--- config.mk ---
export PLATFORM = sky130hd
export DESIGN_NAME = sync_length_checksum_frame_parser
export DESIGN_NICKNAME = d
export VERILOG_FILES = /design/src/design/slcfp_pkg.sv /design/src/design/sync_length_checksum_frame_parser.sv /design/src/design/slcfp_parser.sv /design/src/design/slcfp_accum.sv
export SDC_FILE = /design/constraint.sdc
export NUM_CORES = 1
export LEC_CHECK = 0
export ABC_AREA = 1
export BUFFER_PORTS_ARGS = -buffer_cell sky130_fd_sc_hd__buf_2
export CAP_MARGIN = 20
export CORE_MARGIN = 1
export CORE_UTILIZATION = 55
export DETAILED_ROUTE_END_ITERATION = 10
export PLACE_DENSITY_LB_ADDON = 0.2
export SLEW_MARGIN = 20
export SYNTH_ARGS = -nofsm -noshare
export SYNTH_HDL_FRONTEND = slang
export SYNTH_SLANG_ARGS = --single-unit
--- constraint.sdc ---
create_clock -name clk_i -period 24.3 [get_ports clk_i]
set_input_delay 7.29 -clock clk_i [delete_from_list [all_inputs] [get_ports clk_i]]
set_output_delay 7.29 -clock clk_i [all_outputs]
set_load 0.01 [all_outputs]
--- src/design/slcfp_pkg.sv ---
// ----------------------------------------------------------------------------
// slcfp_pkg
// Shared types and constants for the sync/length/checksum frame parser.
// ----------------------------------------------------------------------------
package slcfp_pkg;

  localparam int unsigned LengthLimit = 50;
  localparam int unsigned CntW        = 6;
  localparam int unsigned ByteW       = 8;
  localparam int unsigned PosW        = 16;
  localparam int unsigned AccW        = 40;
  localparam int unsigned CoordBytes  = 4;

  localparam logic [ByteW-1:0] Sync1Byte = 8'hFF;
  localparam logic [ByteW-1:0] Sync2Byte = 8'hFC;
  localparam logic [ByteW-1:0] IdBad     = 8'hFF;

  typedef enum logic [2:0] {
    PH_IDLE    = 3'd0,
    PH_HEAD2   = 3'd1,
    PH_ID      = 3'd2,
    PH_LEN     = 3'd3,
    PH_PAYLOAD = 3'd4,
    PH_CHECK   = 3'd5
  } phase_e;

  typedef enum logic [1:0] {
    STATUS_GOOD    = 2'd0,
    STATUS_BAD_SUM = 2'd1,
    STATUS_SHORT   = 2'd2
  } status_e;

  // frame result from the parser, valid on the checksum byte
  typedef struct packed {
    logic                   done;
    status_e                status;
    logic signed [PosW-1:0] x_pos;
    logic signed [PosW-1:0] y_pos;
  } frame_res_t;

endpackage

--- src/design/sync_length_checksum_frame_parser.sv ---
// ----------------------------------------------------------------------------
// sync_length_checksum_frame_parser
// Parses FF FC id len payload checksum frames, one byte per transfer.
// ----------------------------------------------------------------------------
// output: a frame result is registered and shown on the output in the
//   cycle after its checksum byte transfer
// throughput: one byte per cycle; input stalls only when a checksum byte
//   arrives while the previous result is still held in the output register
// reset: rst_ni asynchronous active low clears the parser state, the enable
//   register, both running sums and the output valid
module sync_length_checksum_frame_parser (
  input  logic                                  clk_i,
  input  logic                                  rst_ni,
  // configuration write
  input  logic                                  cfg_we_i,
  input  logic                                  cfg_wdata_i,
  // byte input
  input  logic                                  in_valid_i,
  output logic                                  in_ready_o,
  input  logic [slcfp_pkg::ByteW-1:0]           rx_byte_i,
  // frame result
  output logic                                  out_valid_o,
  input  logic                                  out_ready_i,
  output logic [1:0]                            frame_status_o,
  output logic signed [slcfp_pkg::PosW-1:0]     x_position_o,
  output logic signed [slcfp_pkg::PosW-1:0]     y_position_o,
  output logic signed [slcfp_pkg::AccW-1:0]     x_total_o,
  output logic signed [slcfp_pkg::AccW-1:0]     y_total_o
);

  logic                              in_fire;
  logic                              at_check;
  logic                              res_fire;
  logic                              out_valid_q, out_valid_d;
  slcfp_pkg::frame_res_t             res;
  logic signed [slcfp_pkg::AccW-1:0] x_tot_d, y_tot_d;
  logic [1:0]                        status_q;
  logic signed [slcfp_pkg::PosW-1:0] x_pos_q, y_pos_q;
  logic signed [slcfp_pkg::AccW-1:0] x_tot_q, y_tot_q;

  // only the checksum byte makes a result, so other bytes flow freely
  // even while the output register is stalled
  assign in_ready_o = !(at_check && out_valid_q && !out_ready_i);
  assign in_fire    = in_valid_i && in_ready_o;
  assign res_fire   = in_fire && res.done;

  slcfp_parser u_parser (
    .clk_i      (clk_i),
    .rst_ni     (rst_ni),
    .fire_i     (in_fire),
    .rx_byte_i  (rx_byte_i),
    .at_check_o (at_check),
    .res_o      (res)
  );

  slcfp_accum u_accum (
    .clk_i       (clk_i),
    .rst_ni      (rst_ni),
    .cfg_we_i    (cfg_we_i),
    .cfg_wdata_i (cfg_wdata_i),
    .fire_i      (in_fire),
    .res_i       (res),
    .x_total_o   (x_tot_d),
    .y_total_o   (y_tot_d)
  );

  // output register: load on a new result, drop on transfer out
  always_comb begin
    out_valid_d = out_valid_q;
    if (out_valid_q && out_ready_i) begin
      out_valid_d = 1'b0;
    end
    if (res_fire) begin
      out_valid_d = 1'b1;
    end
  end

  always_ff @(posedge clk_i or negedge rst_ni) begin
    if (!rst_ni) begin
      out_valid_q <= 1'b0;
    end else begin
      out_valid_q <= out_valid_d;
    end
  end

  // payload needs no reset
  always_ff @(posedge clk_i) begin
    if (res_fire) begin
      status_q <= res.status;
      x_pos_q  <= res.x_pos;
      y_pos_q  <= res.y_pos;
      x_tot_q  <= x_tot_d;
      y_tot_q  <= y_tot_d;
    end
  end

  assign out_valid_o    = out_valid_q;
  assign frame_status_o = status_q;
  assign x_position_o   = x_pos_q;
  assign y_position_o   = y_pos_q;
  assign x_total_o      = x_tot_q;
  assign y_total_o      = y_tot_q;

endmodule

--- src/design/slcfp_parser.sv ---
// ----------------------------------------------------------------------------
// slcfp_parser
// Byte-wise frame state machine: sync, id, length, payload, checksum.
// ----------------------------------------------------------------------------
module slcfp_parser (
  input  logic                             clk_i,
  input  logic                             rst_ni,
  input  logic                             fire_i,
  input  logic [slcfp_pkg::ByteW-1:0]      rx_byte_i,
  output logic                             at_check_o,
  output slcfp_pkg::frame_res_t            res_o
);

  slcfp_pkg::phase_e                phase_q, phase_d;
  logic [slcfp_pkg::CntW-1:0]       left_q, left_d;
  logic [slcfp_pkg::CntW-1:0]       seen_q, seen_d;
  logic [slcfp_pkg::ByteW-1:0]      sum_q, sum_d;
  logic [slcfp_pkg::ByteW-1:0]      coord_q [slcfp_pkg::CoordBytes];
  logic                             coord_we;
  logic [slcfp_pkg::PosW-1:0]       raw_x, raw_y;
  logic [slcfp_pkg::ByteW-1:0]      sum_add;
  logic [slcfp_pkg::CntW-1:0]       left_dec;

  assign sum_add  = sum_q + rx_byte_i;
  assign left_dec = left_q - 1'b1;
  assign raw_x    = {coord_q[0], coord_q[1]};
  assign raw_y    = {coord_q[2], coord_q[3]};
  assign at_check_o = (phase_q == slcfp_pkg::PH_CHECK);

  always_ff @(posedge clk_i or negedge rst_ni) begin
    if (!rst_ni) begin
      phase_q <= slcfp_pkg::PH_IDLE;
      left_q  <= '0;
      seen_q  <= '0;
      sum_q   <= '0;
    end else if (fire_i) begin
      phase_q <= phase_d;
      left_q  <= left_d;
      seen_q  <= seen_d;
      sum_q   <= sum_d;
    end
  end

  // first four payload bytes hold the coordinates
  always_ff @(posedge clk_i) begin
    if (coord_we) begin
      coord_q[seen_q[1:0]] <= rx_byte_i;
    end
  end

  always_comb begin
    phase_d  = phase_q;
    left_d   = left_q;
    seen_d   = seen_q;
    sum_d    = sum_q;
    coord_we = 1'b0;
    res_o    = '{done: 1'b0, status: slcfp_pkg::STATUS_GOOD, x_pos: '0, y_pos: '0};
    case (phase_q)
      slcfp_pkg::PH_IDLE: begin
        if (rx_byte_i == slcfp_pkg::Sync1Byte) begin
          phase_d = slcfp_pkg::PH_HEAD2;
          sum_d   = rx_byte_i;
        end
      end
      slcfp_pkg::PH_HEAD2: begin
        if (rx_byte_i == slcfp_pkg::Sync2Byte) begin
          phase_d = slcfp_pkg::PH_ID;
          sum_d   = sum_add;
        end else begin
          phase_d = slcfp_pkg::PH_IDLE;
        end
      end
      slcfp_pkg::PH_ID: begin
        if (rx_byte_i != slcfp_pkg::IdBad) begin
          phase_d = slcfp_pkg::PH_LEN;
          sum_d   = sum_add;
        end else begin
          phase_d = slcfp_pkg::PH_IDLE;
        end
      end
      slcfp_pkg::PH_LEN: begin
        if (rx_byte_i != '0 &&
            rx_byte_i < slcfp_pkg::ByteW'(slcfp_pkg::LengthLimit)) begin
          phase_d = slcfp_pkg::PH_PAYLOAD;
          left_d  = rx_byte_i[slcfp_pkg::CntW-1:0];
          seen_d  = '0;
          sum_d   = sum_add;
        end else begin
          phase_d = slcfp_pkg::PH_IDLE;
        end
      end
      slcfp_pkg::PH_PAYLOAD: begin
        coord_we = fire_i && (seen_q < slcfp_pkg::CntW'(slcfp_pkg::CoordBytes));
        seen_d   = seen_q + 1'b1;
        sum_d    = sum_add;
        left_d   = left_dec;
        if (left_dec == '0) begin
          phase_d = slcfp_pkg::PH_CHECK;
        end
      end
      slcfp_pkg::PH_CHECK: begin
        phase_d    = slcfp_pkg::PH_IDLE;
        res_o.done = 1'b1;
        if (rx_byte_i != sum_q) begin
          res_o.status = slcfp_pkg::STATUS_BAD_SUM;
        end else if (seen_q < slcfp_pkg::CntW'(slcfp_pkg::CoordBytes)) begin
          res_o.status = slcfp_pkg::STATUS_SHORT;
        end else begin
          res_o.status = slcfp_pkg::STATUS_GOOD;
          res_o.x_pos  = $signed(16'd0 - raw_x);
          res_o.y_pos  = $signed(raw_y);
        end
      end
      default: begin
        phase_d = slcfp_pkg::PH_IDLE;
      end
    endcase
  end

endmodule

--- src/design/slcfp_accum.sv ---
// ----------------------------------------------------------------------------
// slcfp_accum
// Enable register and 40-bit saturating running sums of good-frame coordinates.
// ----------------------------------------------------------------------------
module slcfp_accum (
  input  logic                                   clk_i,
  input  logic                                   rst_ni,
  input  logic                                   cfg_we_i,
  input  logic                                   cfg_wdata_i,
  input  logic                                   fire_i,
  input  slcfp_pkg::frame_res_t                  res_i,
  output logic signed [slcfp_pkg::AccW-1:0]      x_total_o,
  output logic signed [slcfp_pkg::AccW-1:0]      y_total_o
);

  localparam logic signed [slcfp_pkg::AccW-1:0] AccMax = {1'b0, {(slcfp_pkg::AccW-1){1'b1}}};
  localparam logic signed [slcfp_pkg::AccW-1:0] AccMin = {1'b1, {(slcfp_pkg::AccW-1){1'b0}}};

  logic                              en_q;
  logic signed [slcfp_pkg::AccW-1:0] x_q, x_d, y_q, y_d;
  logic                              add_en;

  function automatic logic signed [slcfp_pkg::AccW-1:0] sat_add(
    input logic signed [slcfp_pkg::AccW-1:0] acc,
    input logic signed [slcfp_pkg::PosW-1:0] val
  );
    logic signed [slcfp_pkg::AccW:0] wide;
    wide = {acc[slcfp_pkg::AccW-1], acc} +
           {{(slcfp_pkg::AccW+1-slcfp_pkg::PosW){val[slcfp_pkg::PosW-1]}}, val};
    if (wide[slcfp_pkg::AccW] != wide[slcfp_pkg::AccW-1]) begin
      sat_add = wide[slcfp_pkg::AccW] ? AccMin : AccMax;
    end else begin
      sat_add = wide[slcfp_pkg::AccW-1:0];
    end
  endfunction

  assign add_en = fire_i && res_i.done && en_q && (res_i.status == slcfp_pkg::STATUS_GOOD);

  always_comb begin
    x_d = x_q;
    y_d = y_q;
    if (add_en) begin
      x_d = sat_add(x_q, res_i.x_pos);
      y_d = sat_add(y_q, res_i.y_pos);
    end
  end

  always_ff @(posedge clk_i or negedge rst_ni) begin
    if (!rst_ni) begin
      en_q <= 1'b0;
      x_q  <= '0;
      y_q  <= '0;
    end else begin
      if (cfg_we_i) begin
        en_q <= cfg_wdata_i;
      end
      x_q <= x_d;
      y_q <= y_d;
    end
  end

  // totals as they stand after this item
  assign x_total_o = x_d;
  assign y_total_o = y_d;

endmodule

==> results of run 1 <==
cell families (layout without fill, tap and decap cells):
kind of cell	Yosys count	count (layout)	share of synthesized area
AND/OR/NAND/NOR	742	742	0.205
AO/OA/AOI/OAI	355	355	0.147
buffers and inverters	292	431	0.0769
flip-flops	251	251	0.462
XOR/XNOR	81	81	0.0467
adder cells (fa/ha/maj)	73	73	0.0616
multiplexers	1	1	0.000741
per-layer routing:
metal  up-vias  routed length, µm  global-route usage
met1      5958              18200               0.397
met5         -                  0                   0
li1       6272                  -                   -
met2       397              16600               0.416
met4         0                852              0.0684
met3        60               2320              0.0386
layout make-up:
cell class	instances	area, µm²	share of cell area
multi-input cells	1252	7040	0.412
clock inverters	17	208	0.0122
inverters	239	897	0.0526
repair buffers	140	734	0.0430
clock buffers	35	747	0.0438
well taps	341	427	0.0250
flip-flops and latches	251	7010	0.411
worst max-delay path: cells and delay by family:
family / cells / cell delay [ns]
buf+inv: 3 / 0.33
simple gates: 1 / 0.09
state kept, by name, summed over array words and instances, names as in the netlist:
register	cells
y_total_o	40
u_parser.sum_q	8
y_position_o	16
u_parser.left_q	6
x_total_o	40
u_accum.y_q	40
frame_status_o	2
u_accum.x_q	40
u_parser.coord_q	32
u_parser.seen_q	6
u_accum.en_q	1
out_valid_o	1
u_parser.phase_q	3
x_position_o	16
per-stage QoR:
stage                     instance area, µm²  hold WS (ns)
after floorplan                        15200         0.453
after global placement                 16100         0.470
after detailed placement               16100         0.482
after CTS                              17100         0.496
after global routing                   17100         0.539
final                                  17100         0.497
cells in the mapped netlist, drive strengths merged (20+ instances only):
master / n / area [µm²]
nand2: 412 / 1590
inv: 238 / 893
nor2: 191 / 744
edfxtp: 146 / 4380
a21oi: 144 / 800
dfrtp: 105 / 2630
o21ai: 90 / 450
nand3: 72 / 365
ha: 70 / 876
xor2: 44 / 385
xnor2: 37 / 324
a2bb2oi: 35 / 307
o41ai: 35 / 307
clkbuf: 33 / 125
nor3: 22 / 121
buf: 20 / 146
worst paths after layout:
| check | from | to | slack [ns] | depth (start not counted) |
|---|---|---|---|---|
| setup / recovery | out_ready_i | in_ready_o | 9.30 | 4 |
| hold / removal | u_parser.sum_q[3]$_DFFE_PN0P_ | u_parser.sum_q[3]$_DFFE_PN0P_ | 0.50 | 2 |
| setup reg to reg | u_parser.coord_q[1][0]$_DFFE_PP_ | x_total_o[3]$_DFFE_PP_ | 18.43 | 35 |
| hold reg to reg | u_parser.sum_q[3]$_DFFE_PN0P_ | u_parser.sum_q[3]$_DFFE_PN0P_ | 0.50 | 2 |
| max in group asynchronous | rst_ni | u_accum.y_q[23]$_DFF_PN0_ | 16.53 | 2 |
| min in group asynchronous | rst_ni | u_accum.x_q[5]$_DFF_PN0_ | 6.67 | 1 |
power groups by stage:
stage | registers (W) | logic (W) | clock network, W
after floorplan | 0.000503 | 0.000116 | 0
after global placement | 0.000505 | 0.000143 | 0
after detailed placement | 0.000506 | 0.000149 | 0
after CTS | 0.000498 | 0.000149 | 0.000443
after global routing | 0.000502 | 0.000172 | 0.000457
final | 0.000499 | 0.000150 | 0.000433
==> impl_metrics.tcl, run 1 <==
set metrics [dict create \
    grt_usage 0.269 \
    insertion_delay_ns 0.55 \
    gr-total-overflow 0 \
    rows 60 \
    arrival_ns 7.71 \
    cts_root_buf "clkbuf_16" \
    syn_area_um2 15200 \
    fillers 2372 \
    clkPwrFrac 0.401 \
    ctsHoldBuffers 0 \
    outcome "completed" \
    synth_seq_area_share 0.462 \
    boundaryPins 130 \
    drtIter0Drc 974 \
    hp-class "reg2reg" \
    grt_pass1_vias 11900 \
    crit_type "in2out" \
    syn_avg_cell_area_um2 8.46 \
    crit_fanout 2 \
    cp_cell_sequence "buf_2 -> inv_1 -> nand3_1 -> buf_2" \
    ys_async_sr_fraction 0.418 \
    hold_viol 0 \
    cts_tree "yes" \
    worst_setup_path_start_kind "input pin" \
    wl_um 38000 \
    htree_levels 1 \
    finalPower_w 0.00108 \
    antenna_found_initial 0 \
    ctsResizeCount 0 \
    grt_pass1_wl_um 60600 \
    cts_sinks 251 \
    n_antenna_cell 0 \
    crit_top_cell "buf_2" \
    grt_max_degree 77 \
    core_um2 27000 \
    slowest_delay_ns 0.17 \
    power.switching_w 0.000280 \
    switching_share 0.258 \
    dp_cells 2223 \
    final_common_cell "nand2_1" \
    yosysUniqueCellTypes 52 \
    io_buffer_count 129 \
    nets 1999 \
    relSlewSlack 0.371 \
    fin_worst_skew_ns 0.0139 \
    drive_gt1_frac 0.133 \
    synthCells 1795 \
    ys.flop_type "edfxtp_1" \
    cts_buffer_depth 3 \
    drc 0 \
    firstDrtPassIters 6 \
    vias 12700 \
    rsz0062_at_grt "false" \
    fmax_ghz 0.0667 \
    place_hpwl_um 27700 \
    tns_ns 0 \
    p_leak_nw 8.33 \
    final-setup-viol-count 0 \
    postRouteAntennaNets 0 \
    pwr-share-seq 0.461 \
    routed_via_density 5.58 \
    most-common-layout-cells "395 x nand2_1, 236 x inv_1, 181 x nor2_1" \
    p_comb_frac 0.138 \
    cap_violations 0 \
    drv_slew 0 \
    min_period_over_period 0.617 \
    area_delta_synth_final_pct 12.3 \
    slowest_stage "buf_2" \
    worst_pin_slew_ns 0.944 \
    stdcell_count 2275 \
    ys_warn_count 0 \
    cts.clk_slew.worst_paths_ns 0.06 \
    start_util 0.562 \
    routedWlPerCell_um 16.7 \
    post-route-util 0.631 \
    setup_ws_ns 9.30 \
    cts_setup_buffers 0 \
    ys_ff_latch 251 \
    synthesis.nets 1882 \
    power_density_nw_per_um2 63.4 \
    peakVddDrop_uv 60.4 \
    setup.worst_path.end_class "output port" \
    critPathRequiredTime_ns 17.01 \
    die_h_um 168 \
    gp_congestion 0.942 \
    p_int_w 0.000802 \
    die_area_um2 28300 \
    die_w_um 168 \
    fin_crit_ns 15.00 \
    synth_edf_count 146 \
    numCtsBuffers 28 \
    dp_slack_ns 9.31 \
]
(Power assumes the default switching activity.)
==> run 2: changes to the inputs <==
clock period = 13.5 ns   (was 24.3 ns; I/O delays follow)
==> run 2 against run 1 <==
Sequential cell count unchanged. Core utilization increased by 0.065 points. Final cell count down 0.13%. Worst hold slack improved by 0.0078 ns. Power rose by 83%. Largest cell class unchanged. Critical path type is now in2reg. Via count grew 1.1%. Largest power group unchanged. Combinational power up 84%.
==> impl_metrics.tcl, run 2 (synthesis results as in run 1) <==
set metrics [dict create \
    core_um2 27000 \
    grt_pass1_vias 11800 \
    cts_tree "yes" \
    firstDrtPassIters 5 \
    final-setup-viol-count 0 \
    power.switching_w 0.000511 \
    setup_ws_ns 4.50 \
    outcome "completed" \
    cts.clk_slew.worst_paths_ns 0.06 \
    insertion_delay_ns 0.55 \
    routed_via_density 5.64 \
    drtIter0Drc 1112 \
    p_leak_nw 8.33 \
    tns_ns 0 \
    drc 0 \
    power_density_nw_per_um2 116 \
    hp-class "reg2reg" \
    hold_viol 0 \
    vias 12800 \
    routedWlPerCell_um 17.5 \
    place_hpwl_um 29600 \
    nets 1997 \
    clkPwrFrac 0.404 \
    r2r-end "x_total_o[12]$_DFFE_PP_" \
    die_h_um 168 \
    ctsHoldBuffers 0 \
    cts_setup_buffers 0 \
    grt_usage 0.281 \
    slowest_stage "nor2_4" \
    relSlewSlack 0.373 \
    min_from "u_parser.sum_q[7]$_DFFE_PN0P_" \
    antenna_found_initial 0 \
    setup.worst_path.end_class "register" \
    switching_share 0.259 \
    fin_worst_skew_ns 0.0140 \
    most-common-layout-cells "395 x nand2_1, 236 x inv_1, 181 x nor2_1" \
    die_w_um 168 \
    rsz0062_at_grt "false" \
    worst_setup_path_start_kind "input pin" \
    numCtsBuffers 27 \
    gr-total-overflow 0 \
    fin_crit_ns 9.00 \
    start_util 0.562 \
    final_common_cell "nand2_1" \
    die_area_um2 28300 \
    crit_top_cell "nand2_1" \
    gp_congestion 0.989 \
    rows 60 \
    cts_sinks 251 \
    slowest_delay_ns 0.61 \
    crit_type "in2reg" \
    r2r_start "u_parser.sum_q[3]$_DFFE_PN0P_" \
    holdPathEnd "u_parser.sum_q[7]$_DFFE_PN0P_" \
    pwr-share-seq 0.456 \
    htree_levels 1 \
    min_period_over_period 0.667 \
    cts_buffer_depth 3 \
    dp_slack_ns 4.06 \
    arrival_ns 9.28 \
    worst-r2r-cell-count 23 \
    ctsResizeCount 0 \
    drv_slew 0 \
    critical_path_buf_inv_count 4 \
    postRouteAntennaNets 0 \
    worst_pin_slew_ns 0.941 \
    boundaryPins 130 \
    cap_violations 0 \
    reg2reg_slack_ns 7.81 \
    wl_um 39800 \
    hold_path_depth 2 \
    critPathRequiredTime_ns 13.77 \
    drive_gt1_frac 0.133 \
    grt_pass1_wl_um 62700 \
    crit_fanout 24 \
    fmax_ghz 0.111 \
    grt_max_degree 74 \
    stdcell_count 2272 \
    area_delta_synth_final_pct 12.5 \
    cp_cell_sequence "buf_2 -> ha_1 -> inv_1 -> nand3_1 -> nor2_1 -> nand2_1 -> nor2_4 -> nand2_1 -> fa_1 -> o21ai_0 -> nand4_1 -> nand3_1 -> nand2_1 -> inv_1 -> nand2_1 -> nand3b_1 -> nand2_1 -> nand2_2 -> nand3_2 -> nand3_1 -> nand2_1 -> a21oi_4 -> buf_4 -> a21oi_1" \
    crit_family "simple AND/OR/NAND/NOR gates" \
    peakVddDrop_uv 104 \
    p_comb_frac 0.140 \
    dp_cells 2222 \
    cts_root_buf "clkbuf_16" \
    p_int_w 0.00146 \
    io_buffer_count 129 \
    n_antenna_cell 0 \
    post-route-util 0.632 \
]
==> run 2: how the worst max path moves through the flow <==
stage / startpoint / to / slack [ns] / cells after the start
after global placement: rx_byte_i[3] / x_total_o[0]$_DFFE_PP_ / 4.22 / 24
after detailed placement: rx_byte_i[3] / x_total_o[0]$_DFFE_PP_ / 4.06 / 24
after CTS: rx_byte_i[2] / x_total_o[0]$_DFFE_PP_ / 4.64 / 24
after global routing: rx_byte_i[3] / x_total_o[0]$_DFFE_PP_ / 4.07 / 26
final: rx_byte_i[3] / x_total_o[12]$_DFFE_PP_ / 4.50 / 24
after floorplan: out_ready_i / x_total_o[19]$_DFFE_PP_ / 2.08 / 11
==> run 2: power by group through the flow <==
stage	Combinational, W	Sequential [W]	Clock [W]
after floorplan	0.000208	0.000905	0
after global placement	0.000269	0.000913	0
after detailed placement	0.000274	0.000912	0
after CTS	0.000275	0.000899	0.000814
after global routing	0.000316	0.000904	0.000837
final	0.000276	0.000900	0.000798
==> run 2: area by class of cell <==
type / count / area, µm²
timing repair buffer: 139 / 736
sequential: 251 / 7010
inverter: 239 / 897
tap: 341 / 427
clock buffer: 36 / 749
multi-input combinational: 1252 / 7040
fill: 2383 / 9950
clock inverter: 14 / 216
==> run 2: metrics by stage <==
step | instance area [µm²] | total power [W] | hold slack [ns]
after floorplan | 15200 | 0.00111 | 0.453
after global placement | 16100 | 0.00118 | 0.482
after detailed placement | 16100 | 0.00119 | 0.474
after CTS | 17100 | 0.00199 | 0.498
after global routing | 17100 | 0.00206 | 0.516
final | 17100 | 0.00197 | 0.505
==> run 2: tightest hold or removal path, cell delays in order, from the launching register on <==
cell	delay [ns]
dfrtp_1	0.36
nand2_1	0.06
nand2_1	0.05
==> run 2: routing by layer <==
metal  GRT usage  wire (µm)  part of all wire
met1       0.413      18600              0.47
met5           0          0                 0
met4      0.0968       1340             0.034
met2       0.415      17000              0.43
met3      0.0534       2870             0.072
